[src/design/lbp_pkg.sv]
// ----------------------------------------------------------------------------
// lbp_pkg
// Shared types and constants of the LSB-first bit packer.
// ----------------------------------------------------------------------------
`default_nettype none

package lbp_pkg;

  localparam int MAX_FIELD_BITS = 64;   // longest field written by one item
  localparam int VALUE_W        = 64;   // width of the value field
  localparam int LEN_W          = 7;    // width of the length field
  localparam int BYTE_W         = 8;
  localparam int FILL_W         = 3;    // bits pending: 0..7
  localparam int WORD_W         = VALUE_W + BYTE_W;  // pending bits plus a field
  localparam int NBYTES_W       = LEN_W - FILL_W + 1; // bytes per item: 0..8
  localparam int IN_TDATA_W     = ((VALUE_W + LEN_W + 7) / 8) * 8;

  localparam int QDEPTH         = 2;
  localparam int QPTR_W         = (QDEPTH > 1) ? $clog2(QDEPTH) : 1;
  localparam int QCNT_W         = $clog2(QDEPTH + 1);

  typedef enum logic {
    CMD_WRITE = 1'b0,
    CMD_FLUSH = 1'b1
  } cmd_t;

  // Classified item as it travels from front to back.
  typedef struct packed {
    cmd_t               cmd;
    logic [LEN_W-1:0]   len;    // saturated length
    logic [VALUE_W-1:0] value;  // bits above len cleared
  } item_t;

endpackage

`default_nettype wire

[src/design/lbp_front.sv]
// ----------------------------------------------------------------------------
// lbp_front
// Accepts input beats, decodes the command, saturates the length and clears
// the value bits above it before the item enters the queue.
// ----------------------------------------------------------------------------
`default_nettype none

module lbp_front (
  input  wire logic                           in_tvalid,
  output logic                                in_tready,
  input  wire logic [lbp_pkg::IN_TDATA_W-1:0] in_tdata,  // value, length
  input  wire logic                           in_tuser,  // command
  output logic                                push_valid,
  input  wire logic                           push_ready,
  output lbp_pkg::item_t                      push_item
);

  logic [lbp_pkg::LEN_W-1:0]   len_raw;
  logic [lbp_pkg::LEN_W-1:0]   len_sat;
  logic [lbp_pkg::VALUE_W-1:0] mask;

  assign len_raw = in_tdata[lbp_pkg::VALUE_W +: lbp_pkg::LEN_W];

  always_comb begin
    if (len_raw > lbp_pkg::LEN_W'(lbp_pkg::MAX_FIELD_BITS)) begin
      len_sat = lbp_pkg::LEN_W'(lbp_pkg::MAX_FIELD_BITS);
    end else begin
      len_sat = len_raw;
    end
    if (len_sat >= lbp_pkg::LEN_W'(lbp_pkg::VALUE_W)) begin
      mask = '1;
    end else begin
      mask = (lbp_pkg::VALUE_W'(1) << len_sat) - lbp_pkg::VALUE_W'(1);
    end
  end

  assign in_tready  = push_ready;
  assign push_valid = in_tvalid;

  always_comb begin
    push_item.cmd   = lbp_pkg::cmd_t'(in_tuser);
    push_item.len   = len_sat;
    push_item.value = in_tdata[lbp_pkg::VALUE_W-1:0] & mask;
  end

endmodule

`default_nettype wire

[src/design/lbp_queue.sv]
// ----------------------------------------------------------------------------
// lbp_queue
// Short FIFO of classified items between the front and the back.
// ----------------------------------------------------------------------------
`default_nettype none

module lbp_queue (
  input  wire logic           clk,
  input  wire logic           rst_n,
  input  wire logic           push_valid,
  output logic                push_ready,
  input  wire lbp_pkg::item_t push_item,
  output logic                pop_valid,
  input  wire logic           pop_ready,
  output lbp_pkg::item_t      pop_item
);

  lbp_pkg::item_t                entry_r [lbp_pkg::QDEPTH];
  logic [lbp_pkg::QPTR_W-1:0]    wr_ptr_r, wr_ptr_nxt;
  logic [lbp_pkg::QPTR_W-1:0]    rd_ptr_r, rd_ptr_nxt;
  logic [lbp_pkg::QCNT_W-1:0]    count_r, count_nxt;
  logic                          do_push, do_pop;

  assign push_ready = (count_r != lbp_pkg::QCNT_W'(lbp_pkg::QDEPTH));
  assign pop_valid  = (count_r != '0);
  assign pop_item   = entry_r[rd_ptr_r];
  assign do_push    = push_valid && push_ready;
  assign do_pop     = pop_valid && pop_ready;

  always_comb begin
    wr_ptr_nxt = wr_ptr_r;
    rd_ptr_nxt = rd_ptr_r;
    count_nxt  = count_r;
    if (do_push) begin
      wr_ptr_nxt = (wr_ptr_r == lbp_pkg::QPTR_W'(lbp_pkg::QDEPTH - 1)) ? '0
                   : wr_ptr_r + lbp_pkg::QPTR_W'(1);
    end
    if (do_pop) begin
      rd_ptr_nxt = (rd_ptr_r == lbp_pkg::QPTR_W'(lbp_pkg::QDEPTH - 1)) ? '0
                   : rd_ptr_r + lbp_pkg::QPTR_W'(1);
    end
    if (do_push && !do_pop) begin
      count_nxt = count_r + lbp_pkg::QCNT_W'(1);
    end else if (do_pop && !do_push) begin
      count_nxt = count_r - lbp_pkg::QCNT_W'(1);
    end
  end

  always_ff @(posedge clk) begin
    if (!rst_n) begin
      wr_ptr_r <= '0;
      rd_ptr_r <= '0;
      count_r  <= '0;
    end else begin
      wr_ptr_r <= wr_ptr_nxt;
      rd_ptr_r <= rd_ptr_nxt;
      count_r  <= count_nxt;
    end
  end

  always_ff @(posedge clk) begin
    if (do_push) begin
      entry_r[wr_ptr_r] <= push_item;
    end
  end

endmodule

`default_nettype wire

[src/design/lbp_back.sv]
// ----------------------------------------------------------------------------
// lbp_back
// Merges each item with the pending bits and sends out the completed bytes, one
// per cycle unless out_tready stalls it, through a registered output stage.
// ----------------------------------------------------------------------------
`default_nettype none

module lbp_back (
  input  wire logic           clk,
  input  wire logic           rst_n,
  input  wire logic           pop_valid,
  output logic                pop_ready,
  input  wire lbp_pkg::item_t pop_item,
  output logic                out_tvalid,
  input  wire logic           out_tready,
  output logic [7:0]          out_tdata,  // out_byte
  output logic                out_tlast   // last
);

  typedef enum logic {
    S_IDLE,
    S_EMIT
  } state_t;

  state_t                          state_r, state_nxt;
  logic [lbp_pkg::WORD_W-1:0]      word_r, word_nxt;
  logic [lbp_pkg::NBYTES_W-1:0]    cnt_r, cnt_nxt;
  logic [lbp_pkg::FILL_W-1:0]      rem_r, rem_nxt;
  logic [lbp_pkg::BYTE_W-1:0]      pending_r, pending_nxt;
  logic [lbp_pkg::FILL_W-1:0]      fill_r, fill_nxt;
  logic                            out_valid_r, out_valid_nxt;
  logic [lbp_pkg::BYTE_W-1:0]      out_data_r, out_data_nxt;
  logic                            out_last_r, out_last_nxt;

  logic                            out_free;
  logic [lbp_pkg::LEN_W-1:0]       total;
  logic [lbp_pkg::WORD_W-1:0]      merged;

  assign out_free  = !out_valid_r || out_tready;
  assign pop_ready = (state_r == S_IDLE) && out_free;

  // Pending bits sit below the new field; value bits above len are already zero.
  assign total  = lbp_pkg::LEN_W'(fill_r) + pop_item.len;
  assign merged = (lbp_pkg::WORD_W'(pop_item.value) << fill_r)
                | lbp_pkg::WORD_W'(pending_r);

  always_comb begin
    state_nxt     = state_r;
    word_nxt      = word_r;
    cnt_nxt       = cnt_r;
    rem_nxt       = rem_r;
    pending_nxt   = pending_r;
    fill_nxt      = fill_r;
    out_valid_nxt = out_valid_r && !out_tready;
    out_data_nxt  = out_data_r;
    out_last_nxt  = out_last_r;
    case (state_r)
      S_IDLE: begin
        if (pop_valid && out_free) begin
          if (pop_item.cmd == lbp_pkg::CMD_FLUSH) begin
            if (fill_r != '0) begin
              out_valid_nxt = 1'b1;
              out_data_nxt  = pending_r;
              out_last_nxt  = 1'b1;
            end
            pending_nxt = '0;
            fill_nxt    = '0;
          end else if (total[lbp_pkg::LEN_W-1:lbp_pkg::FILL_W] == '0) begin
            pending_nxt = merged[lbp_pkg::BYTE_W-1:0];
            fill_nxt    = total[lbp_pkg::FILL_W-1:0];
          end else begin
            word_nxt  = merged;
            cnt_nxt   = lbp_pkg::NBYTES_W'(total[lbp_pkg::LEN_W-1:lbp_pkg::FILL_W]);
            rem_nxt   = total[lbp_pkg::FILL_W-1:0];
            state_nxt = S_EMIT;
          end
        end
      end
      S_EMIT: begin
        if (out_free) begin
          out_valid_nxt = 1'b1;
          out_data_nxt  = word_r[lbp_pkg::BYTE_W-1:0];
          out_last_nxt  = (cnt_r == lbp_pkg::NBYTES_W'(1));
          word_nxt      = word_r >> lbp_pkg::BYTE_W;
          cnt_nxt       = cnt_r - lbp_pkg::NBYTES_W'(1);
          if (cnt_r == lbp_pkg::NBYTES_W'(1)) begin
            // leftover bits become the new pending byte
            pending_nxt = word_r[lbp_pkg::BYTE_W +: lbp_pkg::BYTE_W];
            fill_nxt    = rem_r;
            state_nxt   = S_IDLE;
          end
        end
      end
      default: begin
        state_nxt = S_IDLE;
      end
    endcase
  end

  always_ff @(posedge clk) begin
    if (!rst_n) begin
      state_r     <= S_IDLE;
      pending_r   <= '0;
      fill_r      <= '0;
      out_valid_r <= 1'b0;
    end else begin
      state_r     <= state_nxt;
      pending_r   <= pending_nxt;
      fill_r      <= fill_nxt;
      out_valid_r <= out_valid_nxt;
    end
    word_r     <= word_nxt;
    cnt_r      <= cnt_nxt;
    rem_r      <= rem_nxt;
    out_data_r <= out_data_nxt;
    out_last_r <= out_last_nxt;
  end

  assign out_tvalid = out_valid_r;
  assign out_tdata  = out_data_r;
  assign out_tlast  = out_last_r;

endmodule

`default_nettype wire

[src/design/lsb_first_bit_packer.sv]
// ----------------------------------------------------------------------------
// lsb_first_bit_packer
// Packs variable-length bit fields into bytes, least significant bit first.
//
//   channel  direction  tdata                         tuser     tlast
//   in_      slave      [63:0] value, [70:64] length  command   -
//   out_     master     [7:0] out_byte                -         last
//
// A write item is first merged with the pending bits in the back end; then its
// completed bytes go out one per cycle while the output is not stalled. A
// flush sends out a partial pending byte, if any. The back-end sequencer and
// its one-byte output register pace the bytes. A two-entry queue lets the front
// accept items while the back end is still emitting bytes or the output stalls.
// Synchronous active-low reset clears the pending byte and all handshake state.
// ----------------------------------------------------------------------------
`default_nettype none

module lsb_first_bit_packer (
  input  wire logic                           clk,
  input  wire logic                           rst_n,
  input  wire logic                           in_tvalid,
  output logic                                in_tready,
  input  wire logic [lbp_pkg::IN_TDATA_W-1:0] in_tdata,  // value, length
  input  wire logic                           in_tuser,  // command
  output logic                                out_tvalid,
  input  wire logic                           out_tready,
  output logic [7:0]                          out_tdata, // out_byte
  output logic                                out_tlast  // last
);

  logic           push_valid, push_ready;
  lbp_pkg::item_t push_item;
  logic           pop_valid, pop_ready;
  lbp_pkg::item_t pop_item;

  lbp_front u_front (
    .in_tvalid  (in_tvalid),
    .in_tready  (in_tready),
    .in_tdata   (in_tdata),
    .in_tuser   (in_tuser),
    .push_valid (push_valid),
    .push_ready (push_ready),
    .push_item  (push_item)
  );

  lbp_queue u_queue (
    .clk        (clk),
    .rst_n      (rst_n),
    .push_valid (push_valid),
    .push_ready (push_ready),
    .push_item  (push_item),
    .pop_valid  (pop_valid),
    .pop_ready  (pop_ready),
    .pop_item   (pop_item)
  );

  lbp_back u_back (
    .clk        (clk),
    .rst_n      (rst_n),
    .pop_valid  (pop_valid),
    .pop_ready  (pop_ready),
    .pop_item   (pop_item),
    .out_tvalid (out_tvalid),
    .out_tready (out_tready),
    .out_tdata  (out_tdata),
    .out_tlast  (out_tlast)
  );

endmodule

`default_nettype wire
[config.mk]
export PLATFORM = sky130hd
export DESIGN_NAME = lsb_first_bit_packer
export DESIGN_NICKNAME = d
export VERILOG_FILES = /design/src/design/lbp_pkg.sv /design/src/design/lbp_front.sv /design/src/design/lbp_queue.sv /design/src/design/lbp_back.sv /design/src/design/lsb_first_bit_packer.sv
export SDC_FILE = /design/constraint.sdc
export NUM_CORES = 1
export LEC_CHECK = 0
export BUFFER_PORTS_ARGS = -buffer_cell sky130_fd_sc_hd__buf_4
export CAP_MARGIN = 20
export CORE_ASPECT_RATIO = 1.75
export CORE_MARGIN = 1.5
export CORE_UTILIZATION = 55
export CTS_CLUSTER_DIAMETER = 120
export CTS_CLUSTER_SIZE = 28
export DETAILED_ROUTE_END_ITERATION = 6
export GPL_ROUTABILITY_DRIVEN = 0
export PLACE_DENSITY = 0.73
export SLEW_MARGIN = 20
export SYNTH_ARGS = -nofsm -noshare
export SYNTH_HDL_FRONTEND = slang
export SYNTH_SLANG_ARGS = --single-unit
[constraint.sdc]
create_clock -name clk -period 5.1 [get_ports clk]
set_clock_uncertainty 0.15 [all_clocks]
set_input_delay 1.02 -clock clk [delete_from_list [all_inputs] [get_ports clk]]
set_output_delay 1.02 -clock clk [all_outputs]
set_load 0.005 [all_outputs]
==> results.toml <==
[status]
outcome = "finished clean"

[critical_path]
cpMaxStageDelayCell = "nor3b_2"
cp_max_fo = 30
crit_path_max_incr_delay_ps = 490
start_kind = "input port"
endpoint_kind = "flip-flop"
crit_chain = "buf_4 -> or2_0 -> nor2_1 -> o21ai_0 -> ha_1 -> inv_1 -> a31oi_4 -> and3_1 -> nor3b_2 -> nand4_1 -> a21boi_1"
worstSetupPathType = "input port to flip-flop"
cp.required_ps = 5220
cp.arrival_ps = 4080

[synth]
yosys.area_share.simple = 0.125
syn_inst = 1144
synth_area_um2 = 14100
ys_warn_count = 0
netlist.top_cell.by_area = "edfxtp_1"
yosysTopAreaCellShare = 0.493
ys_types = 81
synth_nets = 1229
synth_ff_type = "edfxtp_1"
synth_seq_area_share = 0.519
synth_top_family_by_area = "multiplexers"
yosys.area_share.xor_xnor = 0.0155
async_reset_ff_frac = 0
ys_seq_elements = 250
synth-edff-count = 232
synth_area_leaders = "edfxtp_1 49%, mux4_2 12%, mux2_2 5.1%"
synthAdderAreaFrac = 0.00762
syn_area_per_cell_um2 = 12.3
synth_compound_gate_area_share = 0.0978
synth_mux_area_frac = 0.200

[drt]
first_pass_iters = 7
num_vias = 9961
drt_iter0_drc = 886
avgViaCountPerCell = 6.65
top_layer = "met4"
wirelength_met1_um = 12700
dr_wl_met3_um = 2210
routedWlPerCell_um = 24.4
wirelength_um = 36600
wl_met2_um = 19600
ant_nets = 0
drc = 0

[grt]
grt_max_degree = 73
grt_use_total = 0.284
grt_pass1_wl_um = 56700
overflow = 0
antenna_found_initial = 0
grt_pass1_vias = 10000

[sta]
period_share = 0.776
period_needed_ps = 3960
tns_ps = 0
fmax_mhz = 253
slew_headroom = 0.311
tightest_slew_ps = 1020
hold_viol = 0
report.final.slew_viol_count = 0
rsz0062_at_grt = "false"
finalSetupViolCount = 0

[finish]
nNetsFinal = 1262
area_growth_pct = 8.33
post-route-util = 0.606
diodes = 0
drive_gt1_frac = 0.245

[clock_network]
insertion_delay_ps = 490
htree_levels = 1
cts_hold_buffers = 0
path_clk_slew_ps = 110
cts_sinks = 250
root_buffer = "clkbuf_16"
cts_tree = "done"
cts_buffers = 12
cts_resized = 0
clk_path_buf_depth = 3
cts_setup_buffers = 0

[die]
die_w_um = 124
dieArea_um2 = 26700
die_y_um = 215
row_count = 77
core_um2 = 25200
ios = 88
floorplan.initialDensity = 0.560

[placement]
dpl.hpwl_um = 26500
portBuffers = 86

[pwr]
p_per_area_nw_per_um2 = 537
power_leakage_nw = 5.27
ir_worst_vdd_mv = 0.305

[job]
drv_cap = 0

[hold_path]
hold_class = "flip-flop to flip-flop"
==> worst paths after layout <==
path,from,endpoint,slack (ps),cells past startpoint
worst min register to register,u_back.pending_r[6],u_back.pending_r[6],340,2
worst max register to register,flip-flop,u_back.word_r[51],1310,10
worst min-delay path,u_back.pending_r[6],u_back.pending_r[6],340,2
worst max-delay path,in_tdata[66],u_queue.entry_r[0][62],1140,11
==> layout by cell type (no fill, tap or decap), types with 5 or more instances in the layout <==
master     instances
edfxtp_1         232
nand2_1          147
buf_4            103
mux4_2            77
mux2_2            64
nor2_1            62
o21ai_0           41
a21oi_1           41
and3_1            35
mux2i_1           34
a31oi_1           33
inv_1             23
nor3_1            21
and2_1            16
xnor2_1           15
nor2b_1           15
nand3_1           14
clkbuf_16         13
dfxtp_1           13
a21boi_0          12
nand2b_1          10
xor2_1            10
o21ai_1           10
a21boi_1           7
ha_1               7
a211oi_1           6
o31ai_1            6
or3_1              6
clkbuf_1           6
o31a_1             5
==> through the flow <==
stage          power [mW]  cells  hold WS (ps)  area, um^2  setup slack [ps]
6_report             8.22   1499           338       15300              1140
5_1_grt              8.65   1499           360       15300              1040
4_1_cts              8.23   1499           342       15300              1320
3_5_place_dp         7.14   1479           325       14900               871
3_3_place_gp         7.03   1479           312       14900               906
2_1_floorplan        6.22   1144           295       14100               334
==> cells in the mapped netlist (7+ instances only) <==
library cell / n
mux4_2: 77
a21oi_1: 41
nor2_1: 63
nor2b_1: 15
xor2_1: 10
a21boi_0: 12
o21ai_1: 10
edfxtp_1: 232
a31oi_1: 33
clkbuf_1: 51
xnor2_1: 15
nor3_1: 21
and3_1: 36
inv_1: 23
dfxtp_1: 18
buf_1: 10
and2_1: 16
ha_1: 7
a21boi_1: 7
o21ai_0: 41
buf_2: 12
mux2i_1: 34
nand2_1: 148
mux2_2: 64
nand3_1: 14
nand2b_1: 10
==> sequential cells by signal, indices dropped and copies added, names as in the netlist, named ones only <==
name               flops
u_back.word_r         71
u_queue.wr_ptr_r       1
u_queue.rd_ptr_r       1
u_back.fill_r          3
u_back.out_tvalid      1
u_back.pending_r       8
u_queue.entry_r      144
u_back.state_r         1
u_back.out_tlast       1
u_back.cnt_r           5
u_back.rem_r           3
u_queue.count_r        2
u_back.out_tdata       8
==> kinds of logic after synthesis <==
group / Yosys count
AO/OA/AOI/OAI: 209
AND/OR/NAND/NOR: 363
flip-flops: 250
buffers and inverters: 111
XOR/XNOR: 25
multiplexers: 178
adder cells (fa/ha/maj): 8
==> worst max-delay path: cells and delay by family <==
family | cells | cell delay (ps)
compound gates | 3 | 840
simple gates | 5 | 1470
buf+inv | 2 | 500
fa+ha+maj | 1 | 240
==> per-layer routing <==
layer / vias to the layer above / track usage
li1: 4449 / -
met1: 4859 / 0.331
met2: 527 / 0.510
met3: 126 / 0.0303
met4: 0 / 0.135
met5: - / 0
==> cell type report <==
cell class / instances / area, um^2
timing repair buffer: 104 / 793
inverter: 26 / 97.6
multi-input combinational: 783 / 6320
fill: 2027 / 9940
sequential: 250 / 7340
clock buffer: 20 / 362
tap: 316 / 395
==> where the power goes <==
part           internal (mW)  total [mW]  switching, mW
sequential              3.19        3.53          0.339
combinational           1.64        3.59           1.95
clock                  0.494        1.10          0.610
total                   5.33        8.22           2.90
No activity file was read; power rests on OpenSTA's default activity.
